**src/sv/u8u2_pkg.sv**
```systemverilog
package u8u2_pkg;

  localparam int unsigned ByteW  = 8;
  localparam int unsigned UnitW  = 16;
  localparam int unsigned PendW  = 2;

  localparam logic [UnitW-1:0] CountMax = 16'hffff;

  // Continuation bytes still expected after the current byte
  localparam logic [PendW-1:0] PendNone = 2'd0;
  localparam logic [PendW-1:0] PendOne  = 2'd1;
  localparam logic [PendW-1:0] PendTwo  = 2'd2;

  typedef struct packed {
    logic [ByteW-1:0] in_byte;
    logic             end_of_string;
  } in_item_t;

  typedef struct packed {
    logic [UnitW-1:0] code_unit;
    logic [UnitW-1:0] unit_count;
    logic             last_unit;
    logic             truncated;
  } result_t;

  function automatic logic [UnitW-1:0] swap_bytes(input logic [UnitW-1:0] u);
    swap_bytes = {u[ByteW-1:0], u[UnitW-1:ByteW]};
  endfunction

endpackage

```
**src/sv/u8u2_in_stage.sv**
```systemverilog
module u8u2_in_stage (
  input  logic               clk_i,
  input  logic               rst_ni,
  input  logic               in_valid_i,
  output logic               in_stall_o,
  input  u8u2_pkg::in_item_t in_item_i,
  input  logic               advance_i,
  output logic               valid_o,
  output u8u2_pkg::in_item_t item_o
);
  import u8u2_pkg::*;

  logic     valid_q, valid_d;
  in_item_t item_q;
  logic     accept;

  assign in_stall_o = valid_q && !advance_i;
  assign accept     = in_valid_i && !in_stall_o;

  always_comb begin
    valid_d = valid_q;
    if (accept) begin
      valid_d = 1'b1;
    end else if (advance_i) begin
      valid_d = 1'b0;
    end
  end

  always_ff @(posedge clk_i or negedge rst_ni) begin
    if (!rst_ni) begin
      valid_q <= 1'b0;
    end else begin
      valid_q <= valid_d;
    end
  end

  always_ff @(posedge clk_i) begin
    if (accept) begin
      item_q <= in_item_i;
    end
  end

  assign valid_o = valid_q;
  assign item_o  = item_q;
endmodule

```
**src/sv/u8u2_decode.sv**
```systemverilog
module u8u2_decode (
  input  logic               clk_i,
  input  logic               rst_ni,
  input  logic               fire_i,
  input  u8u2_pkg::in_item_t item_i,
  input  logic               big_endian_i,
  output logic               done_o,
  output u8u2_pkg::result_t  result_o
);
  import u8u2_pkg::*;

  logic [PendW-1:0] pend_q, pend_d;
  logic [UnitW-1:0] part_q, part_d;
  logic [UnitW-1:0] count_q, count_d;
  logic [UnitW-1:0] unit;
  logic [UnitW-1:0] count_next;
  logic             done, trunc;
  logic [ByteW-1:0] b;

  assign b = item_i.in_byte;

  always_comb begin
    pend_d = pend_q;
    part_d = part_q;
    unit   = '0;
    done   = 1'b0;
    trunc  = 1'b0;
    unique case (pend_q)
      PendNone: begin
        if (!b[7]) begin
          unit = {9'd0, b[6:0]};
          done = 1'b1;
        end else if (b[7:5] == 3'b110) begin
          part_d = {5'd0, b[4:0], 6'd0};
          pend_d = PendOne;
        end else begin
          part_d = {b[3:0], 12'd0};
          pend_d = PendTwo;
        end
      end
      PendTwo: begin
        part_d = part_q | {4'd0, b[5:0], 6'd0};
        pend_d = PendOne;
      end
      default: begin
        // finish the sequence; a pending of three acts as one
        unit   = part_q | {10'd0, b[5:0]};
        part_d = '0;
        pend_d = PendNone;
        done   = 1'b1;
      end
    endcase

    if (!done && item_i.end_of_string) begin
      unit  = part_d;
      trunc = 1'b1;
      done  = 1'b1;
    end

    count_next = (count_q == CountMax) ? count_q : count_q + UnitW'(1);
    count_d    = done ? count_next : count_q;

    if (item_i.end_of_string) begin
      pend_d  = PendNone;
      part_d  = '0;
      count_d = '0;
    end
  end

  always_ff @(posedge clk_i or negedge rst_ni) begin
    if (!rst_ni) begin
      pend_q  <= PendNone;
      part_q  <= '0;
      count_q <= '0;
    end else if (fire_i) begin
      pend_q  <= pend_d;
      part_q  <= part_d;
      count_q <= count_d;
    end
  end

  assign done_o              = done;
  assign result_o.code_unit  = big_endian_i ? unit : swap_bytes(unit);
  assign result_o.unit_count = count_next;
  assign result_o.last_unit  = item_i.end_of_string;
  assign result_o.truncated  = trunc;
endmodule

```
**src/sv/u8u2_out_stage.sv**
```systemverilog
module u8u2_out_stage (
  input  logic              clk_i,
  input  logic              rst_ni,
  input  logic              load_i,
  input  u8u2_pkg::result_t result_i,
  output logic              free_o,
  output logic              out_valid_o,
  input  logic              out_stall_i,
  output u8u2_pkg::result_t result_o
);
  import u8u2_pkg::*;

  logic    valid_q, valid_d;
  result_t res_q;

  assign free_o = !valid_q || !out_stall_i;

  always_comb begin
    valid_d = valid_q && out_stall_i;
    if (load_i) begin
      valid_d = 1'b1;
    end
  end

  always_ff @(posedge clk_i or negedge rst_ni) begin
    if (!rst_ni) begin
      valid_q <= 1'b0;
    end else begin
      valid_q <= valid_d;
    end
  end

  always_ff @(posedge clk_i) begin
    if (load_i) begin
      res_q <= result_i;
    end
  end

  assign out_valid_o = valid_q;
  assign result_o    = res_q;
endmodule

```
**src/sv/utf8_to_ucs2_stream_decoder.sv**
```systemverilog
// Two-stage decoder: input register, then decode into the result register.
// An accepted byte waits in the input register until the result register is free.
// Throughput: one byte per cycle; a result waiting on a stall holds the input stage.
// Reset (rst_ni low, asynchronous): no pending sequence, count zero, big_endian 1,
// both stages empty.
module utf8_to_ucs2_stream_decoder (
  input  logic        clk_i,
  input  logic        rst_ni,
  input  logic        cfg_valid_i,
  output logic        cfg_ready_o,
  input  logic        cfg_data_i,
  input  logic        in_valid_i,
  output logic        in_stall_o,
  input  logic [7:0]  in_byte_i,
  input  logic        end_of_string_i,
  output logic        out_valid_o,
  input  logic        out_stall_i,
  output logic [15:0] code_unit_o,
  output logic [15:0] unit_count_o,
  output logic        last_unit_o,
  output logic        truncated_o
);
  import u8u2_pkg::*;

  logic     big_endian_q;
  in_item_t in_item, s1_item;
  logic     s1_valid, advance, free, done;
  result_t  dec_res, out_res;

  assign cfg_ready_o = 1'b1;

  always_ff @(posedge clk_i or negedge rst_ni) begin
    if (!rst_ni) begin
      big_endian_q <= 1'b1;
    end else if (cfg_valid_i && cfg_ready_o) begin
      big_endian_q <= cfg_data_i;
    end
  end

  assign in_item.in_byte       = in_byte_i;
  assign in_item.end_of_string = end_of_string_i;

  // advance whenever the result slot can take whatever this byte produces
  assign advance = s1_valid && free;

  u8u2_in_stage u_in (
    .clk_i      (clk_i),
    .rst_ni     (rst_ni),
    .in_valid_i (in_valid_i),
    .in_stall_o (in_stall_o),
    .in_item_i  (in_item),
    .advance_i  (advance),
    .valid_o    (s1_valid),
    .item_o     (s1_item)
  );

  u8u2_decode u_dec (
    .clk_i        (clk_i),
    .rst_ni       (rst_ni),
    .fire_i       (advance),
    .item_i       (s1_item),
    .big_endian_i (big_endian_q),
    .done_o       (done),
    .result_o     (dec_res)
  );

  u8u2_out_stage u_out (
    .clk_i       (clk_i),
    .rst_ni      (rst_ni),
    .load_i      (advance && done),
    .result_i    (dec_res),
    .free_o      (free),
    .out_valid_o (out_valid_o),
    .out_stall_i (out_stall_i),
    .result_o    (out_res)
  );

  assign code_unit_o  = out_res.code_unit;
  assign unit_count_o = out_res.unit_count;
  assign last_unit_o  = out_res.last_unit;
  assign truncated_o  = out_res.truncated;

  a_trunc_is_last: assert property (@(posedge clk_i) disable iff (!rst_ni)
    out_valid_o && truncated_o |-> last_unit_o)
    else $error("truncated unit not marked last");

  a_count_nonzero: assert property (@(posedge clk_i) disable iff (!rst_ni)
    out_valid_o |-> unit_count_o != 16'd0)
    else $error("result with zero unit count");

  a_stage_holds: assert property (@(posedge clk_i) disable iff (!rst_ni)
    s1_valid && !advance |=> s1_valid && $stable(s1_item))
    else $error("input stage lost a request while blocked");

  a_eos_always_emits: assert property (@(posedge clk_i) disable iff (!rst_ni)
    advance && s1_item.end_of_string |=> out_valid_o && last_unit_o)
    else $error("end of string produced no final unit");
endmodule
```
**config.mk**
```make
export PLATFORM = sky130hd
export DESIGN_NAME = utf8_to_ucs2_stream_decoder
export DESIGN_NICKNAME = d
export VERILOG_FILES = /design/src/sv/u8u2_pkg.sv /design/src/sv/u8u2_in_stage.sv /design/src/sv/u8u2_decode.sv /design/src/sv/u8u2_out_stage.sv /design/src/sv/utf8_to_ucs2_stream_decoder.sv
export SDC_FILE = /design/constraint.sdc
export NUM_CORES = 1
export LEC_CHECK = 0
export BUFFER_PORTS_ARGS = -buffer_cell sky130_fd_sc_hd__buf_2
export CAP_MARGIN = 25
export CORE_UTILIZATION = 45
export CTS_CLUSTER_SIZE = 40
export DETAILED_ROUTE_END_ITERATION = 8
export PLACE_DENSITY = 0.71
export SKIP_CTS_REPAIR_TIMING = 1
export SYNTH_ARGS = -nofsm -noshare
export SYNTH_HDL_FRONTEND = slang
export SYNTH_SLANG_ARGS = --single-unit
export TNS_END_PERCENT = 1
```
**constraint.sdc**
```tcl
create_clock -name clk_i -period 2 [get_ports clk_i]
set_input_delay 0.2 -clock clk_i [delete_from_list [all_inputs] [get_ports clk_i]]
set_output_delay 0.2 -clock clk_i [all_outputs]
set_load 0.01 [all_outputs]
```
==> impl_metrics.env <==
export IMPL_drive_gt1_share_pct=28.6
export IMPL_finalSetupViolCount=0
export IMPL_fin_util_pct=55.7
export IMPL_drcViolationCount=0
export IMPL_fin_nets=420
export IMPL_coreArea_sq_um=8180
export IMPL_num_io_pins=52
export IMPL_finalInstanceArea_sq_um=4560
export IMPL_skew_ns=0.00759
export IMPL_clock_latency_ns=0.35
export IMPL_place_area_sq_um=4300
export IMPL_htreeDepth=3
export IMPL_synth_seq_cells=80
export IMPL_grt_overflow=0
export IMPL_tightest_slew_ns=0.553
export IMPL_status="completed"
export IMPL_seq_power_share_pct=48.2
export IMPL_num_vias=2856
export IMPL_crit_chain="nand3_2, or4_4, nor2_8, mux2_1"
export IMPL_p_int_mw=3.21
export IMPL_rsz0062_at_grt="no"
export IMPL_cp_arrival_ns=2.01
export IMPL_clkSlewWorstSetupHoldPaths_ns=0.08
export IMPL_finalCritPeriodShare_pct=95.2
export IMPL_synth_area_per_cell_sq_um=11.4
export IMPL_endpoint_kind="flip-flop"
export IMPL_synth_nets=347
export IMPL_fillCellCount=706
export IMPL_fmax_ghz=0.525
export IMPL_drtAntennaViolNets=0
export IMPL_switching_power_mw=1.37
export IMPL_drv_cap=0
export IMPL_p_leak_nw=1.94
export IMPL_row_count=33
export IMPL_worst_setup_path_type="reg2reg"
export IMPL_slew_violations=0
export IMPL_crit_slowest_cell="or4_4"
export IMPL_grt_start_max_net_pins=26
export IMPL_min_period_ns=1.90
export IMPL_p_comb_share_pct=23.3
export IMPL_fp_dieH_um=93.7
export IMPL_rrSetupSlack_ns=0.1
export IMPL_root_buffer="clkbuf_8"
export IMPL_numPortBuffers=50
export IMPL_ir_drop_mv=0.457
export IMPL_cp_start_kind="flip-flop"
export IMPL_slew_headroom_pct=63.2
export IMPL_yosysWarnings=0
export IMPL_cts_buffer_depth=2
export IMPL_area_growth_syn_to_layout_pct=20.5
export IMPL_cts_sinks=80
export IMPL_hold_class="in2reg"
export IMPL_first_pass_iters=4
export IMPL_path_max_fanout=6
export IMPL_grt_pass1_vias=2707
export IMPL_cts_tree="built"
export IMPL_hpwl_mm=5.71
export IMPL_required_ns=2.10
export IMPL_antenna_cells=0
export IMPL_initial_core_util_pct=46.3
export IMPL_numCtsBuffers=9
export IMPL_antenna_found_initial=0
export IMPL_finalHoldViolCount=0
export IMPL_fin_setup_tns_ns=0
export IMPL_die_area_sq_um=8770
export IMPL_grt_pass1_wl_mm=13.5
export IMPL_power_frac_clock_pct=28.5
export IMPL_synth_area_sq_um=3780
export IMPL_die_w_um=93.7
export IMPL_power_density_nw_per_um2=1010
export IMPL_critical_path_top_delay_family="simple AND/OR/NAND/NOR gates"
export IMPL_swShare_pct=29.9
export IMPL_detail_route_wl_per_cell_um=15.7
export IMPL_max_stage_delay_ns=0.59
export IMPL_vias_per_cell=5.56
export IMPL_first_iter_violations=164
export IMPL_grtUsageTotal_pct=20.2
export IMPL_ys_types=60
export IMPL_wl_mm=8.06
export IMPL_syn_inst=331
export IMPL_timing_critical_path_buf_inv=0
export IMPL_place_congestion=0.947
export IMPL_ys_seq_area_share_pct=58.7
==> sequential cells by signal, indices dropped and copies added (netlist names) <==
| signal | cells |
|---|---|
| big_endian_q | 1 |
| u_dec.count_q | 16 |
| u_dec.part_q | 16 |
| u_dec.pend_q | 2 |
| u_in.item_o | 9 |
| u_in.valid_o | 1 |
| u_out.out_valid_o | 1 |
| u_out.result_o | 34 |
==> stage by stage <==
| stage | hold WS (ns) | worst slack (ns) | power, mW | cells |
|---|---|---|---|---|
| after floorplan | -0.0956 | 0.0225 | 2.88 | 331 |
| after global placement | 0.150 | 0.164 | 3.26 | 495 |
| after detailed placement | 0.162 | 0.108 | 3.30 | 495 |
| after CTS | -0.219 | 0.0747 | 4.60 | 511 |
| after global routing | 0.00284 | 0.00451 | 4.84 | 514 |
| final | 0.00367 | 0.0950 | 4.58 | 514 |
==> path summary, 6_finish.rpt <==
path	startpoint	end	cells after the start
max	u_dec.count_q[10]	u_out.result_o[16]	4
min in group asynchronous	rst_ni	u_dec.count_q[9]	2
min	cfg_valid_i	big_endian_q	2
max in group asynchronous	rst_ni	big_endian_q	3
min reg2reg	u_dec.part_q[4]	u_dec.part_q[4]	1
max reg2reg	u_dec.count_q[10]	u_out.result_o[16]	4
==> layout make-up <==
class,count,area [sq um],share of cell area (%)
Timing Repair Buffer,81,503,11.0
Sequential cell,80,2220,48.7
Multi-Input combinational cell,225,1460,32.0
Tap cell,105,131,2.88
Clock inverter,6,82.6,1.81
Clock buffer,10,138,3.02
Inverter,7,26.3,0.577
==> cell usage after synthesis (all sizes together) <==
cell / n / area share, %
nand3: 8 / 1.3
o311ai: 2 / 0.46
or2: 2 / 0.33
or4: 2 / 0.50
nor2b: 1 / 0.17
o31ai: 4 / 0.79
nand4: 5 / 1.3
or3: 1 / 0.17
dfstp: 1 / 0.70
a22oi: 17 / 3.4
and3: 1 / 0.17
nor2: 29 / 3.5
and2: 7 / 1.2
o21bai: 1 / 0.20
nor3: 9 / 1.2
nor4: 5 / 1.2
clkbuf: 9 / 0.93
buf: 10 / 1.5
nand3b: 1 / 0.20
a32o: 2 / 0.53
o41ai: 1 / 0.23
a31o: 1 / 0.23
xor2: 4 / 0.93
o211ai: 1 / 0.20
a211oi: 2 / 0.40
nand2: 33 / 3.5
a31oi: 3 / 0.50
mux2: 4 / 1.2
inv: 7 / 0.69
mux2i: 9 / 2.4
a221oi: 6 / 1.4
a21oi: 18 / 2.5
a21boi: 1 / 0.30
xnor2: 6 / 1.4
conb: 1 / 0.099
o21ai: 22 / 2.9
o2bb2ai: 1 / 0.23
dfrtp: 36 / 24
a21o: 4 / 0.79
and4: 1 / 0.23
nand2b: 3 / 0.50
ha: 1 / 0.33
edfxtp: 43 / 34
a22o: 6 / 1.4
==> layer usage <==
metal  global-route usage, %  routed length [um]  vias up  part of all wire (%)
met3                    4.77                 527        8                   6.5
li1                        -                   -     1382                     -
met1                    29.9                3920     1368                    49
met4                    6.92                 107        0                   1.3
met5                       0                   0        -                     0
met2                    29.0                3510       98                    44
==> power by group through the flow <==
stage | logic, mW | clock network (mW) | registers (mW)
3_5_place_dp | 1.06 | 0 | 2.24
6_report | 1.07 | 1.30 | 2.21
3_3_place_gp | 1.03 | 0 | 2.23
2_1_floorplan | 0.590 | 0 | 2.29
4_1_cts | 1.06 | 1.34 | 2.21
5_1_grt | 1.19 | 1.41 | 2.24
==> cells by family after synthesis <==
kind of cell    Yosys count  synth area share, %
other cells               1               0.0992
buf+inv                  26                 3.14
xor+xnor                 10                 2.32
fa+ha+maj                 1                0.331
mux                      13                 3.57
flops                    80                 58.7
simple gates            108                 15.5
compound gates           92                 16.4
==> cell usage in the layout, fill, tap and decap left out, types with 3 or more instances in the layout <==
cell           instances
buf_2                 50
edfxtp_1              43
dfrtp_1               36
nand2_1               32
buf_4                 27
nor2_1                26
o21ai_0               19
a22oi_1               17
a21oi_1               17
clkbuf_8              10
mux2i_1                9
nor3_1                 8
and2_1                 7
inv_1                  6
nand3_1                6
xnor2_1                6
a221oi_1               6
a22o_1                 6
xor2_1                 4
a21o_1                 4
nor4_1                 4
o31ai_1                4
nand4_2                3
nand2b_1               3
a31oi_1                3
mux2_2                 3
o21ai_1                3
clkinv_2               3
dlygate4sd3_1          3
Note: power is estimated with default switching activity, not from simulation.
